[src/rtl/pic_pkg.sv]
// shared types and constants of the interrupt controller
package pic_pkg;

  localparam int NUM_LINES = 8;
  localparam int LINE_W    = $clog2(NUM_LINES);
  localparam int BYTE_W    = 8;

  // operation kinds carried in the input tuser
  typedef enum logic [1:0] {
    FUNC_READ  = 2'd0,
    FUNC_WRITE = 2'd1,
    FUNC_RAISE = 2'd2,
    FUNC_ACK   = 2'd3
  } func_t;

  // shared adder operation
  typedef enum logic {
    ALU_ADD = 1'b0,
    ALU_SUB = 1'b1
  } alu_op_t;

  // initialization phases
  localparam logic [2:0] PH_IDLE = 3'd0;
  localparam logic [2:0] PH_ICW2 = 3'd2;
  localparam logic [2:0] PH_ICW3 = 3'd3;
  localparam logic [2:0] PH_ICW4 = 3'd4;

  // command byte decode
  localparam logic [7:0] ICW1_FLAG    = 8'h10;
  localparam logic [7:0] OCW_KIND_MSK = 8'h18;
  localparam logic [7:0] OCW2_KIND    = 8'h00;
  localparam logic [7:0] OCW3_KIND    = 8'h08;
  localparam logic [2:0] OCW2_NS_EOI  = 3'd1;
  localparam logic [1:0] SEL_IRR      = 2'd2;
  localparam logic [1:0] SEL_ISR      = 2'd3;
  localparam logic [7:0] MASK_RESET   = 8'hFF;

  // icw1 bits
  localparam int ICW1_IC4_BIT    = 0;
  localparam int ICW1_SINGLE_BIT = 1;

endpackage

[src/rtl/pic_alu.sv]
// shared 8-bit add/subtract unit with a line-range flag
module pic_alu (
  input  pic_pkg::alu_op_t           op,
  input  logic [pic_pkg::BYTE_W-1:0] a,
  input  logic [pic_pkg::BYTE_W-1:0] b,
  output logic [pic_pkg::BYTE_W-1:0] res,
  output logic                       in_range
);

  always_comb begin
    case (op)
      pic_pkg::ALU_SUB: res = a - b;
      default:          res = a + b;
    endcase
  end

  // result names one of the interrupt lines
  assign in_range = (res[pic_pkg::BYTE_W-1:pic_pkg::LINE_W] == '0);

endmodule

[src/rtl/programmable_interrupt_controller.sv]
// top level of the simplified eight-line interrupt controller
//
// usage:
//   input channel s_axis: one transfer per operation; tuser gives the kind
//   (read, write, raise, acknowledge) and the port address bit, tdata the
//   write byte and the raised vector
//   output channel m_axis: exactly one transfer per operation; tdata holds
//   the read byte and the granted vector, tuser flags a granted interrupt
// timing:
//   read, write and raise latch the operation, then form the result in exec
//   acknowledge scans the lines one per cycle through the shared adder,
//   from line 0 up to the lowest pending unmasked line or the last line
//   one operation is in flight at a time; s_axis_tready is high only when
//   the sequencer is idle and the result register is empty or draining
// reset (rst, synchronous): all lines masked, no requests or in-service
//   bits, initialization idle, vector base and read select zero
// stall: a result waits in the output register until m_axis_tready; the
//   next operation is then taken in the same cycle the result leaves
module programmable_interrupt_controller (
  input  logic        clk,
  input  logic        rst,
  input  logic        s_axis_tvalid,
  output logic        s_axis_tready,
  input  logic [15:0] s_axis_tdata,   // [7:0] wdata, [15:8] vector
  input  logic [2:0]  s_axis_tuser,   // [1:0] func, [2] a0
  output logic        m_axis_tvalid,
  input  logic        m_axis_tready,
  output logic [15:0] m_axis_tdata,   // [7:0] rdata, [15:8] int_vector
  output logic        m_axis_tuser    // [0] int_valid
);

  localparam logic [pic_pkg::LINE_W-1:0] LAST_LINE = pic_pkg::LINE_W'(pic_pkg::NUM_LINES - 1);

  typedef enum logic [1:0] {
    ST_IDLE,
    ST_EXEC,
    ST_SCAN
  } state_t;

  state_t state;

  // architectural registers
  logic [7:0] mask_reg;
  logic [7:0] request_reg;
  logic [7:0] in_service_reg;
  logic [2:0] init_phase;
  logic [7:0] init_word_one;
  logic [7:0] vector_base;
  logic [7:0] read_select;

  // latched operation
  pic_pkg::func_t item_func;
  logic           item_a0;
  logic [7:0]     item_wdata;
  logic [7:0]     item_vector;

  // scan index over the lines
  logic [pic_pkg::LINE_W-1:0] line_idx;

  // result register
  logic       out_valid;
  logic [7:0] out_rdata;
  logic       out_int_valid;
  logic [7:0] out_int_vector;

  // shared adder hookup
  pic_pkg::alu_op_t alu_op;
  logic [7:0]       alu_a;
  logic [7:0]       alu_b;
  logic [7:0]       alu_res;
  logic             alu_in_range;

  logic       s_xfer;
  logic [7:0] pending;
  logic [7:0] read_value;

  assign s_axis_tready = (state == ST_IDLE) && (!out_valid || m_axis_tready);
  assign s_xfer        = s_axis_tvalid && s_axis_tready;
  assign pending       = request_reg & ~mask_reg;

  assign m_axis_tvalid = out_valid;
  assign m_axis_tdata  = {out_int_vector, out_rdata};
  assign m_axis_tuser  = out_int_valid;

  // raise computes vector - base, the scan computes base + line
  always_comb begin
    if (state == ST_SCAN) begin
      alu_op = pic_pkg::ALU_ADD;
      alu_a  = vector_base;
      alu_b  = {{(8 - pic_pkg::LINE_W){1'b0}}, line_idx};
    end else begin
      alu_op = pic_pkg::ALU_SUB;
      alu_a  = item_vector;
      alu_b  = vector_base;
    end
  end

  pic_alu u_alu (
    .op       (alu_op),
    .a        (alu_a),
    .b        (alu_b),
    .res      (alu_res),
    .in_range (alu_in_range)
  );

  // command port reads irr or isr per ocw3, otherwise the mask
  always_comb begin
    read_value = mask_reg;
    if (!item_a0) begin
      if (read_select[1:0] == pic_pkg::SEL_IRR) begin
        read_value = request_reg;
      end else if (read_select[1:0] == pic_pkg::SEL_ISR) begin
        read_value = in_service_reg;
      end
    end
  end

  always_ff @(posedge clk) begin
    if (rst) begin
      state          <= ST_IDLE;
      out_valid      <= 1'b0;
      mask_reg       <= pic_pkg::MASK_RESET;
      request_reg    <= '0;
      in_service_reg <= '0;
      init_phase     <= pic_pkg::PH_IDLE;
      init_word_one  <= '0;
      vector_base    <= '0;
      read_select    <= '0;
      line_idx       <= '0;
    end else begin
      case (state)
        ST_IDLE: begin
          // a result is only ever held while idle
          if (m_axis_tready) begin
            out_valid <= 1'b0;
          end
          if (s_xfer) begin
            item_func   <= pic_pkg::func_t'(s_axis_tuser[1:0]);
            item_a0     <= s_axis_tuser[2];
            item_wdata  <= s_axis_tdata[7:0];
            item_vector <= s_axis_tdata[15:8];
            state       <= ST_EXEC;
          end
        end
        ST_EXEC: begin
          out_rdata      <= (item_func == pic_pkg::FUNC_READ) ? read_value : '0;
          out_int_valid  <= 1'b0;
          out_int_vector <= '0;
          // acknowledge hands over to the line scan, the rest finish here
          out_valid      <= (item_func != pic_pkg::FUNC_ACK);
          state          <= (item_func == pic_pkg::FUNC_ACK) ? ST_SCAN : ST_IDLE;
          case (item_func)
            pic_pkg::FUNC_READ: begin
              // read byte already formed above
            end
            pic_pkg::FUNC_WRITE: begin
              if (!item_a0) begin
                if ((item_wdata & pic_pkg::ICW1_FLAG) != '0) begin
                  init_word_one <= item_wdata;
                  init_phase    <= pic_pkg::PH_ICW2;
                  mask_reg      <= '0;
                end else if ((item_wdata & pic_pkg::OCW_KIND_MSK) == pic_pkg::OCW2_KIND) begin
                  if (item_wdata[7:5] == pic_pkg::OCW2_NS_EOI) begin
                    in_service_reg <= '0;
                  end
                end else if ((item_wdata & pic_pkg::OCW_KIND_MSK) == pic_pkg::OCW3_KIND) begin
                  read_select <= item_wdata;
                end
              end else begin
                case (init_phase)
                  pic_pkg::PH_ICW2: begin
                    // base must be aligned to eight vectors
                    if (item_wdata[2:0] == 3'd0) begin
                      vector_base <= item_wdata;
                      if (init_word_one[pic_pkg::ICW1_SINGLE_BIT]) begin
                        init_phase <= init_word_one[pic_pkg::ICW1_IC4_BIT] ?
                                      pic_pkg::PH_ICW4 : pic_pkg::PH_IDLE;
                      end else begin
                        init_phase <= pic_pkg::PH_ICW3;
                      end
                    end
                  end
                  pic_pkg::PH_ICW3: begin
                    init_phase <= init_word_one[pic_pkg::ICW1_IC4_BIT] ?
                                  pic_pkg::PH_ICW4 : pic_pkg::PH_IDLE;
                  end
                  pic_pkg::PH_ICW4: begin
                    init_phase <= pic_pkg::PH_IDLE;
                  end
                  default: begin
                    mask_reg <= item_wdata;
                  end
                endcase
              end
            end
            pic_pkg::FUNC_RAISE: begin
              if (alu_in_range) begin
                request_reg[alu_res[pic_pkg::LINE_W-1:0]] <= 1'b1;
              end
            end
            default: begin
              // acknowledge: scan starts at line 0
              line_idx <= '0;
            end
          endcase
        end
        ST_SCAN: begin
          if (pending[line_idx]) begin
            in_service_reg          <= 8'(1) << line_idx;
            request_reg[line_idx]   <= 1'b0;
            out_rdata               <= '0;
            out_int_valid           <= 1'b1;
            out_int_vector          <= alu_res;
            out_valid               <= 1'b1;
            state                   <= ST_IDLE;
          end else if (line_idx == LAST_LINE) begin
            out_rdata      <= '0;
            out_int_valid  <= 1'b0;
            out_int_vector <= '0;
            out_valid      <= 1'b1;
            state          <= ST_IDLE;
          end else begin
            line_idx <= line_idx + 1'b1;
          end
        end
        default: begin
          state <= ST_IDLE;
        end
      endcase
    end
  end

`ifndef NO_ASSERTIONS
  a_ready_only_idle: assert property (@(posedge clk) disable iff (rst)
    s_axis_tready |-> (state == ST_IDLE))
    else $error("input ready outside idle");

  a_busy_after_accept: assert property (@(posedge clk) disable iff (rst)
    s_xfer |=> !s_axis_tready)
    else $error("second operation taken while one is in flight");

  a_isr_single: assert property (@(posedge clk) disable iff (rst)
    $onehot0(in_service_reg))
    else $error("more than one in-service bit");

  a_no_grant_zero_vec: assert property (@(posedge clk) disable iff (rst)
    (out_valid && !out_int_valid) |-> (out_int_vector == '0))
    else $error("vector reported without a grant");

  a_phase_legal: assert property (@(posedge clk) disable iff (rst)
    (init_phase == pic_pkg::PH_IDLE) || (init_phase == pic_pkg::PH_ICW2) ||
    (init_phase == pic_pkg::PH_ICW3) || (init_phase == pic_pkg::PH_ICW4))
    else $error("initialization phase out of sequence");
`endif

endmodule
[config.mk]
export PLATFORM = sky130hd
export DESIGN_NAME = programmable_interrupt_controller
export DESIGN_NICKNAME = d
export VERILOG_FILES = /design/src/rtl/pic_pkg.sv /design/src/rtl/pic_alu.sv /design/src/rtl/programmable_interrupt_controller.sv
export SDC_FILE = /design/constraint.sdc
export NUM_CORES = 1
export LEC_CHECK = 0
export BUFFER_PORTS_ARGS = -buffer_cell sky130_fd_sc_hd__buf_2
export CORE_MARGIN = 3
export CORE_UTILIZATION = 64
export DETAILED_ROUTE_END_ITERATION = 16
export MAX_ROUTING_LAYER = met4
export PLACE_DENSITY = 0.89
export REMOVE_ABC_BUFFERS = 1
export SETUP_SLACK_MARGIN = 0.1
export SLEW_MARGIN = 0
export SYNTH_ARGS = -nofsm -noshare
export SYNTH_HDL_FRONTEND = slang
export SYNTH_SLANG_ARGS = --single-unit
[constraint.sdc]
create_clock -name clk -period 8.6 [get_ports clk]
set_clock_uncertainty 0.2 [all_clocks]
set_input_delay 1.72 -clock clk [delete_from_list [all_inputs] [get_ports clk]]
set_output_delay 1.72 -clock clk [all_outputs]
set_load 0.02 [all_outputs]
==> impl_metrics.tcl <==
set metrics [dict create \
    fin_cells 540 \
    period_share 0.490 \
    die_w_um 87.1 \
    grt_antenna_before_repair 0 \
    postCtsSetupBuffers 0 \
    dp_cells 524 \
    io_buffer_count 41 \
    status "finished clean" \
    min_from "in_service_reg[0]" \
    relSlewSlack 0.272 \
    tns_ns 0 \
    final_hold_viol_count 0 \
    die_h_um 87.1 \
    pwr_density_cell_mw_per_mm2 163 \
    post_cts_resized 0 \
    cts_hold_buf 0 \
    synth-seq-cells 81 \
    firstDrtPassIters 5 \
    drt_wl_total_um 9190 \
    hpwl_um 6460 \
    slew_viol_final 0 \
    cts_buffers 9 \
    timing.fmax_ghz 0.237 \
    reg2regPathDepth 19 \
    reg2reg_slack_ns 4.39 \
    worstMarginPinSlew_ns 1.09 \
    finalSetupViolCount 0 \
    insertedDiodeCount 0 \
    critPathKind "register to register" \
    ioPinCount 42 \
    syn_area_per_cell_um2 9.95 \
    start_util 0.687 \
    crit_arrival_ns 4.27 \
    wl_per_cell_um 17.0 \
    worstReg2RegStart "state[0]" \
    grt_usage 0.268 \
    clkSlewWorstSetupHoldPaths_ns 0.09 \
    nets 502 \
    clock-sinks 81 \
    synth.cell_area_mm2 0.00421 \
    place.gp.congestion 0.964 \
    yosys_warnings 0 \
    drc 0 \
    whs_path_depth 2 \
    end_kind "register" \
    overflow 0 \
    core_mm2 0.00613 \
    hold_class "register to register" \
    num_vias 3322 \
    drive_above_1_share 0.183 \
    worstPathRequired_ns 8.65 \
    drt_iter0_markers 236 \
    grt_max_degree 33 \
    ir_worst_vdd_v 0.000115 \
    cts.path.max_buffers 2 \
    cts_tree "built" \
    syn_inst 423 \
    rows 28 \
    dieArea_mm2 0.00759 \
    viasPerCell 6.15 \
    synth_cell_type_count 59 \
    fin_crit_ns 4.21 \
    power_leakage_nw 1.87 \
    layout-area-overhead-vs-synth_pct 10.5 \
    ant_nets 0 \
    grt_pass1_wl_um 15400 \
    startpoint_type "register" \
    grt_pass1_vias 3256 \
    whs_endpoint "in_service_reg[0]" \
    h-tree-depth 3 \
    maxCapViolations 0 \
    cp_max_fo 31 \
    ys_seq_area_frac 0.471 \
    worstSkewPairLatency_ns 0.37 \
    reg2reg_to "request_reg[5]" \
    root_buffer "clkbuf_8" \
    rsz0062_at_grt "no" \
]
## routing by layer
metal,vias to the layer above,wire [um],track usage,share of wire
met5,-,0,-,0
met4,0,298,0.137,0.032
met3,32,622,0.0388,0.068
met2,142,4400,0.428,0.48
met1,1576,3870,0.333,0.42
li1,1572,-,-,-
## cell usage after synthesis, drive strengths merged
cell / instances / area, um^2
fa: 1 / 20.0
a32oi: 6 / 52.6
xnor2: 2 / 17.5
a211oi: 9 / 72.6
a311oi: 1 / 8.76
a31o: 3 / 26.3
nand4: 4 / 25.0
nand2: 50 / 190
inv: 19 / 71.3
mux2: 12 / 139
or3: 1 / 6.26
nor3b: 4 / 30.0
dfxtp: 45 / 901
nor2: 60 / 225
mux4: 1 / 22.5
o2bb2ai: 1 / 27.5
nor4b: 2 / 32.5
nand3: 10 / 50.1
ha: 18 / 225
o221ai: 1 / 15.0
nor2b: 6 / 37.5
a22oi: 2 / 15.0
a31oi: 2 / 12.5
a41oi: 2 / 17.5
edfxtp: 36 / 1080
a21oi: 18 / 101
nor4: 3 / 33.8
o21ai: 10 / 50.0
o221a: 1 / 20.0
o211ai: 9 / 67.6
o22ai: 3 / 18.8
o21bai: 1 / 7.51
a21boi: 3 / 22.5
nor3: 8 / 45.0
clkbuf: 10 / 37.5
and2: 4 / 26.3
and4: 1 / 8.76
nand2b: 7 / 43.8
clkinv: 1 / 3.75
and3: 4 / 25.0
or2: 2 / 12.5
xor2: 11 / 111
buf: 8 / 43.8
nand3b: 1 / 7.51
mux2i: 20 / 200
## cells in the final DEF, fill, tap and decap left out, types with 3 or more instances in the layout
master    instances
nand4_1           4
inv_1            19
a21oi_1          17
o22ai_1           3
a32oi_1           6
mux2_2           10
ha_1             18
nor2b_1           6
mux2i_1          20
edfxtp_1         36
buf_2            41
nor3b_1           3
nand2_1          49
dfxtp_1          45
and2_1            3
o21ai_1           3
nor3_1            7
nand2b_1          7
xor2_1            9
o211ai_1          9
nand3_1          10
and3_1            4
nor2_1           60
a31o_1            3
a21boi_0          3
clkbuf_8          9
a211oi_1          8
buf_4             3
o21ai_0           7
## how the worst max path moves through the flow
| stage | start | end | slack (ns) | cells past startpoint |
|---|---|---|---|---|
| 2_1_floorplan | m_axis_tready | s_axis_tready | 4.37 | 2 |
| 3_5_place_dp | m_axis_tready | s_axis_tready | 4.43 | 4 |
| 4_1_cts | state[0] | request_reg[5] | 4.42 | 16 |
| 6_report | state[0] | request_reg[5] | 4.39 | 19 |
| 3_3_place_gp | m_axis_tready | s_axis_tready | 4.46 | 4 |
| 5_1_grt | state[0] | request_reg[3] | 4.16 | 19 |
## worst max-delay path, cell delays in order, from the launching register on
cell and delay (ns):
dfxtp_1 0.35, inv_1 0.11, ha_1 0.17, buf_4 0.33, mux2_2 0.39, inv_1 0.06
ha_1 0.18, nand2b_1 0.10, nor2_1 0.14, xor2_1 0.15, nor2_1 0.06, ha_1 0.22
or2_1 0.26, o221a_4 0.23, a21oi_4 0.14, xor2_2 0.21, xor2_2 0.24, o2bb2ai_4 0.19
nor4b_4 0.24, o221ai_2 0.11
## per-stage QoR
step           setup WS (ns)  power (mW)  area, um^2  hold slack [ns]   util
3_3_place_gp            4.46       0.490        4450            0.240  0.727
6_report                4.39       0.760        4650            0.257  0.759
5_1_grt                 4.16       0.783        4650            0.274  0.759
2_1_floorplan           4.37       0.468        4130            0.225      -
4_1_cts                 4.42       0.760        4650            0.259  0.759
3_5_place_dp            4.43       0.492        4450            0.247  0.727
## final cells by class
| type | count | area, um^2 |
|---|---|---|
| Sequential cell | 81 | 1980 |
| Inverter | 20 | 75.1 |
| Clock inverter | 6 | 47.5 |
| Timing Repair Buffer | 44 | 228 |
| Fill cell | 382 | 1480 |
| Clock buffer | 10 | 149 |
| Tap cell | 75 | 93.8 |
| Multi-Input combinational cell | 304 | 2080 |
## cells by family (layout without fill, tap and decap cells)
family | count (synthesis) | count (layout) | synth area share
buffers and inverters | 38 | 80 | 0.0372
and+or+nand+nor | 167 | 167 | 0.190
DFF | 81 | 81 | 0.471
xor gates and xnor gates | 13 | 13 | 0.0306
AOI/OAI and AO/OA | 72 | 72 | 0.127
adders and majority gates | 19 | 19 | 0.0583
muxes | 33 | 33 | 0.0859
## power breakdown
| part | internal [mW] | switching [mW] | total, mW |
|---|---|---|---|
| registers | 0.413 | 0.00714 | 0.420 |
| logic | 0.0229 | 0.0408 | 0.0638 |
| clock network | 0.125 | 0.151 | 0.276 |
Note: power is estimated with default switching activity, not from simulation.
